### src/sv/msr_pkg.sv
// ----------------------------------------------------------------------------
// msr_pkg
// Shared constants for the masked sample repair core: sample width default,
// result queue depth and the line window codes.
// ----------------------------------------------------------------------------
package msr_pkg;

    localparam int SAMPLE_BITS_DEF = 24;
    localparam int RES_DEPTH       = 4;

    localparam logic [1:0] CNT_START    = 2'd0;
    localparam logic [1:0] CNT_FIRST    = 2'd1;
    localparam logic [1:0] CNT_INTERIOR = 2'd2;

endpackage

### src/sv/masked_sample_repair_core.sv
// ----------------------------------------------------------------------------
// masked_sample_repair_core
// Repairs marked samples on a streamed line from a three-sample window and
// queues the results, one result per sample, two at the end of a longer line.
// ----------------------------------------------------------------------------
// Order: a sample's result is queued at the edge that accepts the next item
// of the line (a one-sample line at its own edge) and is offered from the next
// cycle once the results ahead of it have gone; at a line end the held
// sample's result is queued ahead of the last item's.
// Throughput: one item per cycle while the four-entry result queue holds two
// or fewer (else in_stall); it takes up to two results per cycle, issues one.
// Reset: window state and queue cleared; the next item starts a new line.
// ----------------------------------------------------------------------------
module masked_sample_repair_core #(
    parameter int SAMPLE_BITS = msr_pkg::SAMPLE_BITS_DEF
) (
    input  logic                          clk,
    input  logic                          rst_n,
    input  logic                          in_valid,
    output logic                          in_stall,
    input  logic signed [SAMPLE_BITS-1:0] sample,
    input  logic                          is_bad,
    input  logic                          line_end,
    output logic                          out_valid,
    input  logic                          out_stall,
    output logic signed [SAMPLE_BITS-1:0] out_sample,
    output logic                          was_repaired,
    output logic                          out_last
);
    import msr_pkg::*;

    localparam int PTR_BITS = $clog2(RES_DEPTH);
    localparam int CNT_BITS = PTR_BITS + 1;

    logic [SAMPLE_BITS-1:0] older_sample_reg, older_sample_next;
    logic                   older_bad_reg, older_bad_next;
    logic [SAMPLE_BITS-1:0] held_sample_reg, held_sample_next;
    logic                   held_bad_reg, held_bad_next;
    logic [1:0]             held_count_reg, held_count_next;

    logic [SAMPLE_BITS-1:0] q_sample_reg [RES_DEPTH];
    logic                   q_rep_reg    [RES_DEPTH];
    logic                   q_last_reg   [RES_DEPTH];
    logic [PTR_BITS-1:0]    wr_ptr_reg, wr_ptr_next;
    logic [PTR_BITS-1:0]    rd_ptr_reg, rd_ptr_next;
    logic [CNT_BITS-1:0]    q_count_reg, q_count_next;

    logic                   in_accept;
    logic                   out_pop;
    logic [1:0]             n_push;
    logic [SAMPLE_BITS:0]   pair_sum;
    logic [SAMPLE_BITS-1:0] avg;
    logic [SAMPLE_BITS-1:0] r0_sample, r1_sample;
    logic                   r0_rep, r0_last, r1_rep;
    logic [PTR_BITS-1:0]    wr_ptr_plus1;

    assign in_stall  = (q_count_reg > CNT_BITS'(RES_DEPTH - 2));
    assign in_accept = in_valid && !in_stall;
    assign out_valid = (q_count_reg != '0);
    assign out_pop   = out_valid && !out_stall;

    assign out_sample   = q_sample_reg[rd_ptr_reg];
    assign was_repaired = q_rep_reg[rd_ptr_reg];
    assign out_last     = q_last_reg[rd_ptr_reg];

    assign pair_sum = {older_sample_reg[SAMPLE_BITS-1], older_sample_reg}
                    + {sample[SAMPLE_BITS-1], sample};
    assign avg      = pair_sum[SAMPLE_BITS:1];

    always_comb
    begin
        r0_sample = held_sample_reg;
        r0_rep    = 1'b0;
        r0_last   = 1'b0;
        case (held_count_reg)
            CNT_START:
            begin
                r0_sample = sample;
                r0_last   = 1'b1;
            end
            CNT_FIRST:
            begin
                if (held_bad_reg && !is_bad)
                begin
                    r0_sample = sample;
                    r0_rep    = 1'b1;
                end
            end
            default:
            begin
                if (held_bad_reg && !older_bad_reg && !is_bad)
                begin
                    r0_sample = avg;
                    r0_rep    = 1'b1;
                end
            end
        endcase

        if (is_bad && !held_bad_reg)
        begin
            r1_sample = held_sample_reg;
            r1_rep    = 1'b1;
        end
        else
        begin
            r1_sample = sample;
            r1_rep    = 1'b0;
        end
    end

    always_comb
    begin
        older_sample_next = older_sample_reg;
        older_bad_next    = older_bad_reg;
        held_sample_next  = held_sample_reg;
        held_bad_next     = held_bad_reg;
        held_count_next   = held_count_reg;
        n_push            = 2'd0;
        if (in_accept)
        begin
            if (held_count_reg == CNT_START)
            begin
                if (line_end)
                begin
                    n_push = 2'd1;
                end
                else
                begin
                    held_sample_next = sample;
                    held_bad_next    = is_bad;
                    held_count_next  = CNT_FIRST;
                end
            end
            else
            begin
                older_sample_next = held_sample_reg;
                older_bad_next    = held_bad_reg;
                held_sample_next  = sample;
                held_bad_next     = is_bad;
                held_count_next   = line_end ? CNT_START : CNT_INTERIOR;
                n_push            = line_end ? 2'd2 : 2'd1;
            end
        end
    end

    assign wr_ptr_plus1 = wr_ptr_reg + PTR_BITS'(1);

    always_comb
    begin
        wr_ptr_next  = wr_ptr_reg + PTR_BITS'(n_push);
        rd_ptr_next  = out_pop ? rd_ptr_reg + PTR_BITS'(1) : rd_ptr_reg;
        q_count_next = q_count_reg + CNT_BITS'(n_push) - CNT_BITS'(out_pop);
    end

    always_ff @(posedge clk)
    begin
        if (n_push != 2'd0)
        begin
            q_sample_reg[wr_ptr_reg] <= r0_sample;
            q_rep_reg[wr_ptr_reg]    <= r0_rep;
            q_last_reg[wr_ptr_reg]   <= r0_last;
        end
        if (n_push == 2'd2)
        begin
            q_sample_reg[wr_ptr_plus1] <= r1_sample;
            q_rep_reg[wr_ptr_plus1]    <= r1_rep;
            q_last_reg[wr_ptr_plus1]   <= 1'b1;
        end
    end

    always_ff @(posedge clk or negedge rst_n)
    begin
        if (!rst_n)
        begin
            older_sample_reg <= '0;
            older_bad_reg    <= 1'b0;
            held_sample_reg  <= '0;
            held_bad_reg     <= 1'b0;
            held_count_reg   <= CNT_START;
            wr_ptr_reg       <= '0;
            rd_ptr_reg       <= '0;
            q_count_reg      <= '0;
        end
        else
        begin
            older_sample_reg <= older_sample_next;
            older_bad_reg    <= older_bad_next;
            held_sample_reg  <= held_sample_next;
            held_bad_reg     <= held_bad_next;
            held_count_reg   <= held_count_next;
            wr_ptr_reg       <= wr_ptr_next;
            rd_ptr_reg       <= rd_ptr_next;
            q_count_reg      <= q_count_next;
        end
    end

    a_queue_bound: assert property (@(posedge clk) disable iff (!rst_n)
        q_count_reg <= CNT_BITS'(RES_DEPTH))
        else $error("result queue overfilled");

    a_window_code: assert property (@(posedge clk) disable iff (!rst_n)
        held_count_reg <= CNT_INTERIOR)
        else $error("window count reached unused code");

    a_line_end_two: assert property (@(posedge clk) disable iff (!rst_n)
        (in_accept && line_end && held_count_reg != CNT_START && !out_pop)
        |=> q_count_reg == $past(q_count_reg) + CNT_BITS'(2))
        else $error("line end did not queue two results");

    a_line_restart: assert property (@(posedge clk) disable iff (!rst_n)
        (in_accept && line_end) |=> held_count_reg == CNT_START)
        else $error("window not cleared after line end");

endmodule
### config.mk
export PLATFORM = sky130hd
export DESIGN_NAME = masked_sample_repair_core
export DESIGN_NICKNAME = d
export VERILOG_FILES = /design/src/sv/msr_pkg.sv /design/src/sv/masked_sample_repair_core.sv
export SDC_FILE = /design/constraint.sdc
export NUM_CORES = 1
export LEC_CHECK = 0
export BUFFER_PORTS_ARGS = -buffer_cell sky130_fd_sc_hd__buf_4
export CAP_MARGIN = 25
export CORE_MARGIN = 4
export CORE_UTILIZATION = 40
export CTS_BUF_LIST = sky130_fd_sc_hd__clkbuf_16
export CTS_CLUSTER_DIAMETER = 120
export DETAILED_ROUTE_END_ITERATION = 16
export GPL_TIMING_DRIVEN = 0
export PLACE_DENSITY_LB_ADDON = 0.12
export SLEW_MARGIN = 20
export SYNTH_ARGS = -nofsm -noshare
export SYNTH_HDL_FRONTEND = slang
export SYNTH_SLANG_ARGS = --single-unit
### constraint.sdc
create_clock -name clk -period 4.6 [get_ports clk]
set_clock_uncertainty 0.05 [all_clocks]
set_input_delay 0.69 -clock clk [delete_from_list [all_inputs] [get_ports clk]]
set_output_delay 0.69 -clock clk [all_outputs]
set_load 0.02 [all_outputs]
After elaboration in Yosys (flattened, before gate mapping):

Memories as Yosys holds them, arrays and structs flattened.
Cells that the tools add are included.
Widths: inputs -> output; s select.

* flip-flop bits (word level): 59
* RAM bits: 104
* input bits: 30
* output and inout bits: 28
* logic and storage cells: 62
* memories kept: 3

* add/sub/neg operators: 6
* $lt $le $gt $ge: 1
* equal/unequal tests: 3
* muxes and demuxes: 24
* bitwise operators: 1
* reductions and logical operators: 16

Memory list
* q_sample_reg: words 4, width 24, rd ports 1, clocked after memory_dff 0, wr ports 2, line masked_sample_repair_core.sv:41 `logic [SAMPLE_BITS-1:0] q_sample_reg [RES_DEPTH];`
* q_last_reg: words 4, width 1, rd ports 1, clocked after memory_dff 0, wr ports 2, line masked_sample_repair_core.sv:43 `logic q_last_reg [RES_DEPTH];`
* q_rep_reg: words 4, width 1, rd ports 1, clocked after memory_dff 0, wr ports 2, line masked_sample_repair_core.sv:42 `logic q_rep_reg [RES_DEPTH];`

Operators by type and width (number)
* $mux 24: 5
* $pmux 24 s2: 1
* $add 24x24->25: 1
* $mux 2: 6
* $mux 1: 11
* $logic_and 1x1->1: 6
* $logic_not 1->1: 5
* $add 2x1->2 const B: 2
* $reduce_and 2->1: 2
* $add 3x2->3: 1
* $gt 3x2->1 const B: 1
* $reduce_bool 3->1: 1
* $sub 3x1->3: 1
* $add 2x2->2: 1
* $eq 2x1->1 const B: 1
* $eq 2x2->1 const B: 1
* $logic_not 2->1: 1
* $ne 2x2->1 const B: 1
* $pmux 1 s2: 1
* $reduce_bool 2->1: 1
* $not 1->1: 1

Longest topological paths before layout:

Gate-level depths: netlist of the first run.

* depth in word-level cells: 7
* mapped depth: 11
* depth with buffers taken out: 10

Worst setup path after synthesis of the first run:

Ideal clock, no wire load.

* path type: flip-flop to flip-flop
* from: register held_count_reg[1]
* to: memory q_rep_reg[0], enable pin
* library setup time: 0.442 ns
* arrival: 3.372 ns
* required time: 4.108 ns
* path slack: 0.736 ns
* cell stages (with the launch flop): 7
* buffers on the path: 1
* clock period less this slack: 3.864 ns
* cells stage by stage: dfrtp_1 or2_2 buf_2 ha_1 a21oi_1 nand2_1 o21ai_0

RTL lines
* start, declared: line masked_sample_repair_core.sv:39 `logic [1:0] held_count_reg, held_count_next;`
* start signal, assigned: line masked_sample_repair_core.sv:190 `held_count_reg <= held_count_next;`
* end, declared: line masked_sample_repair_core.sv:42

==> reports/qor.yml, run 1 <==
clock-sinks: 163
fin_area_mm2: 0.01071
io_buffers: 57
route.detailed.drc: 0
slew_headroom: 0.2842
ys_warn_count: 0
swShare: 0.4057
dpl-instance-area_mm2: 0.01016
cts_root_buffer: "clkbuf_16"
dr.first_iter.drc_count: 628
place.gp.congestion: 0.8784
power.share.sequential: 0.316
drv_cap: 0
grt_usage: 0.2018
fill_cells: 2087
cts_buffer_depth: 2
drt-vias-per-instance: 5.774
max_freq_ghz: 0.2617
rsz0062_at_grt: "false"
cts_tree: "built"
leakage_nw: 4.547
ant_nets: 0
design.core.area_mm2: 0.02271
postCtsResizedCells: 0
setup.worst_path.end_class: "flop"
grt_pass1_wl_um: 39810
cts_buffers: 17
drt_wl_total_um: 25760
crit_arrival_ps: 3900
insertion_delay_ps: 430
clk_pin_slew_worst_paths_ps: 60
worstSetupPathType: "flop to flop"
vias: 6582
p_sw_mw: 3.147
pwr-share-comb: 0.515
crit_required_ps: 4670
grt_max_degree: 60
cts_setup_buffers: 0
die_area_mm2: 0.02562
cts_hold_buf: 0
dr.pass1.iters: 7
yosys.cell_types.count: 55
worstSetupStartpointType: "flop"
die_y_um: 160.1
status: "finished clean"
finalPower_mw: 7.756
place_worst_setup_slack_ps: 773.3
final_cells: 1140
syn_avg_cell_area_um2: 12.17
first_global_vias: 6629
setup_violations: 0
intPower_mw: 4.610
fin_ws_ps: 778.3
crit_fanout: 18
synth.ff_latch_count: 163
fin_crit_sh: 0.8308
start_util: 0.4072
synthFlopType: "edfxtp_1"
synth_cells: 760
post-route-util: 0.4715
hold_viol_final: 0
dp.final_hpwl_um: 18440
dp.cells: 1107
wire_per_inst_um: 22.60
antenna_found_initial: 0
htreeDepth: 4
hold_path.class: "primary input to async pin"
worst_pin_slew_ps: 1074
syn_to_final_growth_pct: 15.78
postSynthNetCount: 822
p_clk_frac: 0.170
power_density_mw_per_mm2: 724.5
synth_area_mm2: 0.009248
slew_viol_final: 0
drive_gt1_frac: 0.2246
ios: 58
ir_drop_mv: 0.3012
grt_overflow: 0
synth_edf_count: 100
dieWidth_um: 160.1
ys_seq_area_frac: 0.4930
async_flop_share: 0.3620
largest_reg_flops: 96
finalCriticalPeriod_ps: 3822
nNetsFinal: 904
row_count: 55
num_antenna_cells: 0
through the flow:
step / hold slack (ps) / setup TNS [ps]
after floorplan: 344.4 / 0
after global placement: 441.1 / -38770
after detailed placement: 449.8 / 0
after CTS: 325.2 / 0
after global routing: 367.0 / 0
final: 298.4 / 0
power by group through the flow:
stage	sequential, mW	clock [mW]	combinational, mW
2_1_floorplan	2.39	0	2.80
3_3_place_gp	2.46	0	3.81
5_1_grt	2.50	1.40	4.39
4_1_cts	2.44	1.34	3.99
6_report	2.45	1.32	3.99
3_5_place_dp	2.47	0	3.97
per-layer routing:
layer	part of all wire	track usage
met3	0.039	0.02787
met1	0.48	0.2914
met2	0.46	0.3181
met5	0	0
met4	0.017	0.06062
worst max-delay path: stages (launching register included):
cell and delay (ps):
dfrtp_1 430, or2_2 280, buf_2 180, ha_1 320
nand4_1 270, nor3_2 670, inv_2 350, buf_2 380
nand2_2 320, buf_12 230
cell usage in the layout, fill, tap and decap left out, types with 7 or more instances in the layout:
master and instances:
mux2_2 53, buf_4 57, edfxtp_1 100, nand2_1 54, o21ai_0 35, inv_1 22
a222oi_1 15, mux4_2 26, dfrtp_1 59, xnor2_1 13, a21o_1 7, a21oi_1 66
xor2_1 10, and2_1 7, ha_1 30, clkbuf_1 37, mux2i_1 94, nor2_1 36
clkbuf_16 17, nand3_1 7, nor2b_1 7
worst paths after layout:
path	startpoint	end	slack [ps]	depth (start not counted)
hold reg to reg	q_last_reg[0]	q_last_reg[0]	460	2
hold / removal	rst_n	held_sample_reg[4]	300	1
max in group asynchronous	rst_n	older_sample_reg[21]	3670	1
min in group clk	q_last_reg[0]	q_last_reg[0]	460	2
setup / recovery	held_count_reg[1]	q_sample_reg[2][11]	780	9
setup reg to reg	held_count_reg[1]	q_sample_reg[2][11]	780	9
synthesized netlist by cell type (all sizes together), types with 3 or more instances:
cell    count  area [um2]
a211oi      3       22.52
a21o        7       52.55
a21oi      68       347.8
a222oi     15       150.1
a22oi       6       45.04
a31o        5       43.79
and2        7       43.79
and3        3       18.77
buf         9       40.03
clkbuf     37       138.9
dfrtp      59        1476
dfxtp       4       80.08
edfxtp    100        3003
ha         30       375.4
inv        18       67.57
mux2       53       596.8
mux2i      94       940.9
mux4       26       585.6
nand2      55       206.5
nand2b      3       18.77
nand3       7       35.03
nand4       6       37.54
nor2       37       138.9
nor2b       8       50.05
nor3        7       45.04
o21ai      41       205.2
xnor2      13       113.9
xor2       10       87.58
cell families after synthesis:
logic type,count (synthesis),share of synthesized area
xor gates and xnor gates,23,0.02178
and+or+nand+nor,138,0.06792
buffers and inverters,64,0.02665
adders and majority gates,32,0.04492
AOI/OAI and AO/OA,167,0.1161
DFF,163,0.4930
muxes,173,0.2296
final cells by class:
class | count | area, um2 | area share
plain buffers | 46 | 178.9 | 0.01671
clock buffers | 17 | 425.4 | 0.03973
clock inverters | 15 | 106.4 | 0.009933
inverters | 18 | 67.56 | 0.006311
multi-input cells | 533 | 4471 | 0.4176
flip-flops and latches | 163 | 4559 | 0.4259
well taps | 285 | 356.6 | 0.03331
repair buffers | 63 | 541.8 | 0.05060
Power figures use the tool's default switching activity.
==> run 2, diff against run 1 <==
- clock period: 4.6 -> 3.5 ns (I/O delays scaled with it)
==> reports/qor.yml, run 2 (synthesized netlist as in run 1, its figures left out) <==
largest_reg_flops: 96
crit_path_end: "q_sample_reg[2][7]"
clock-sinks: 163
clk_pin_slew_worst_paths_ps: 70
drt-vias-per-instance: 5.844
drive_gt1_frac: 0.2340
setup.worst_path.end_class: "flop"
num_antenna_cells: 0
multiInputGateArea_mm2: 0.004486
cts_buffers: 17
dr.first_iter.drc_count: 674
design.core.area_mm2: 0.02271
syn_to_final_growth_pct: 17.54
cp-startpoint: "held_count_reg[1]"
grt_max_degree: 60
row_count: 55
route.detailed.drc: 0
power_density_mw_per_mm2: 971.7
die_area_mm2: 0.02562
start_util: 0.4072
final_cell_mix: "100 x edfxtp_1, 94 x mux2i_1, 66 x a21oi_1"
crit_arrival_ps: 3400
die_y_um: 160.1
io_buffers: 57
slew_viol_final: 0
ant_nets: 0
worst_pin_slew_ps: 1055
grt_usage: 0.2018
dr.pass1.iters: 6
grt_pass1_wl_um: 39680
drt_wl_total_um: 25630
finalCriticalPeriod_ps: 3322
crit_fanout: 20
fill_cells: 2047
r2r_slack_ps: 180
slew_headroom: 0.2967
mostFrequentLayoutCell: "edfxtp_1"
crit_required_ps: 3580
cts_tree: "built"
r2r_end: "q_sample_reg[2][7]"
hold_viol_final: 0
ios: 58
antenna_found_initial: 0
dp.final_hpwl_um: 18390
setup_violations: 0
worstSetupStartpointType: "flop"
fin_crit_sh: 0.9490
finalPower_mw: 10.56
grt_overflow: 0
reg2reg_from: "held_count_reg[1]"
first_global_vias: 6683
drv_cap: 0
nNetsFinal: 908
ir_drop_mv: 0.3787
rsz0062_at_grt: "false"
insertion_delay_ps: 430
place.gp.congestion: 0.8811
max_freq_ghz: 0.3011
status: "finished clean"
worstSetupPathType: "flop to flop"
dieWidth_um: 160.1
cts_buffer_depth: 2
htreeDepth: 4
vias: 6686
wire_per_inst_um: 22.41
rr_worst_depth: 9
seqCellArea_mm2: 0.004559
cts_root_buffer: "clkbuf_16"
post-route-util: 0.4786
leakage_nw: 4.623
hold_path.class: "primary input to async pin"
[run 2: cell types whose count changed in the layout (fill, tap and decap cells not counted), sizes merged]
cell      change
inv           -3
buf           +4
bufinv        +4
clkinv        +1
clkinvlp      -2
[run 2: final cells by class]
type / instances / share of cell area
Tap cell: 285 / 0.03281
Multi-Input combinational cell: 533 / 0.4127
Clock buffer: 17 / 0.03914
Clock inverter: 15 / 0.01968
Timing Repair Buffer: 67 / 0.05330
Buffer: 46 / 0.01669
Inverter: 18 / 0.006216
Sequential cell: 163 / 0.4195
[run 2: worst min path at each step]
| stage | to | slack, ps | depth (start not counted) |
|---|---|---|---|
| after global placement | q_last_reg[0] | 440 | 2 |
| after floorplan | held_bad_reg | 180 | 0 |
| final | older_sample_reg[4] | 130 | 1 |
| after global routing | older_sample_reg[4] | 200 | 1 |
| after CTS | older_sample_reg[4] | 160 | 1 |
| after detailed placement | older_sample_reg[9] | 450 | 1 |
[run 2: per-layer routing]
metal,global-route usage,up-vias,routed length [um]
li1,-,3079,-
met1,0.2892,3396,12030
met2,0.3185,176,11980
met3,0.03561,35,1259
met4,0.05319,0,360
met5,0,-,0
[run 2: per-stage QoR]
stage | instance area, um2 | worst slack [ps] | setup TNS, ps | instances | hold WS [ps]
2_1_floorplan | 9248 | 263.2 | 0 | 760 | 179.4
4_1_cts | 10840 | 59.01 | 0 | 1142 | 156.2
5_1_grt | 10870 | 1.515 | 0 | 1144 | 200.7
6_report | 10870 | 178.4 | 0 | 1144 | 130.1
3_3_place_gp | 10030 | -1188 | -105930 | 1102 | 438.9
3_5_place_dp | 10170 | -190.7 | -4373 | 1107 | 450.1
[run 2: worst max-delay path: stages, from the launching register on]
cell and delay (ps):
dfrtp_1 430, or2_2 280, buf_2 180, ha_1 330, nand4_1 360, nor3_4 330, inv_2 200, buf_2 320
nand2_2 280, buf_12 240
[run 2: timing repair]
action,4_1_cts,5_1_grt
buffers inserted,3,2
gates resized for setup,1,6
pin swaps,1,2
setup endpoints to repair,38,39
hold buffers,0,0
[run 2: where the power goes]
| part | switching [mW] | total (mW) | internal (mW) |
|---|---|---|---|
| Combinational | 3.04 | 5.28 | 2.24 |
| Sequential | 0.344 | 3.22 | 2.87 |
| Clock | 0.802 | 2.07 | 1.26 |
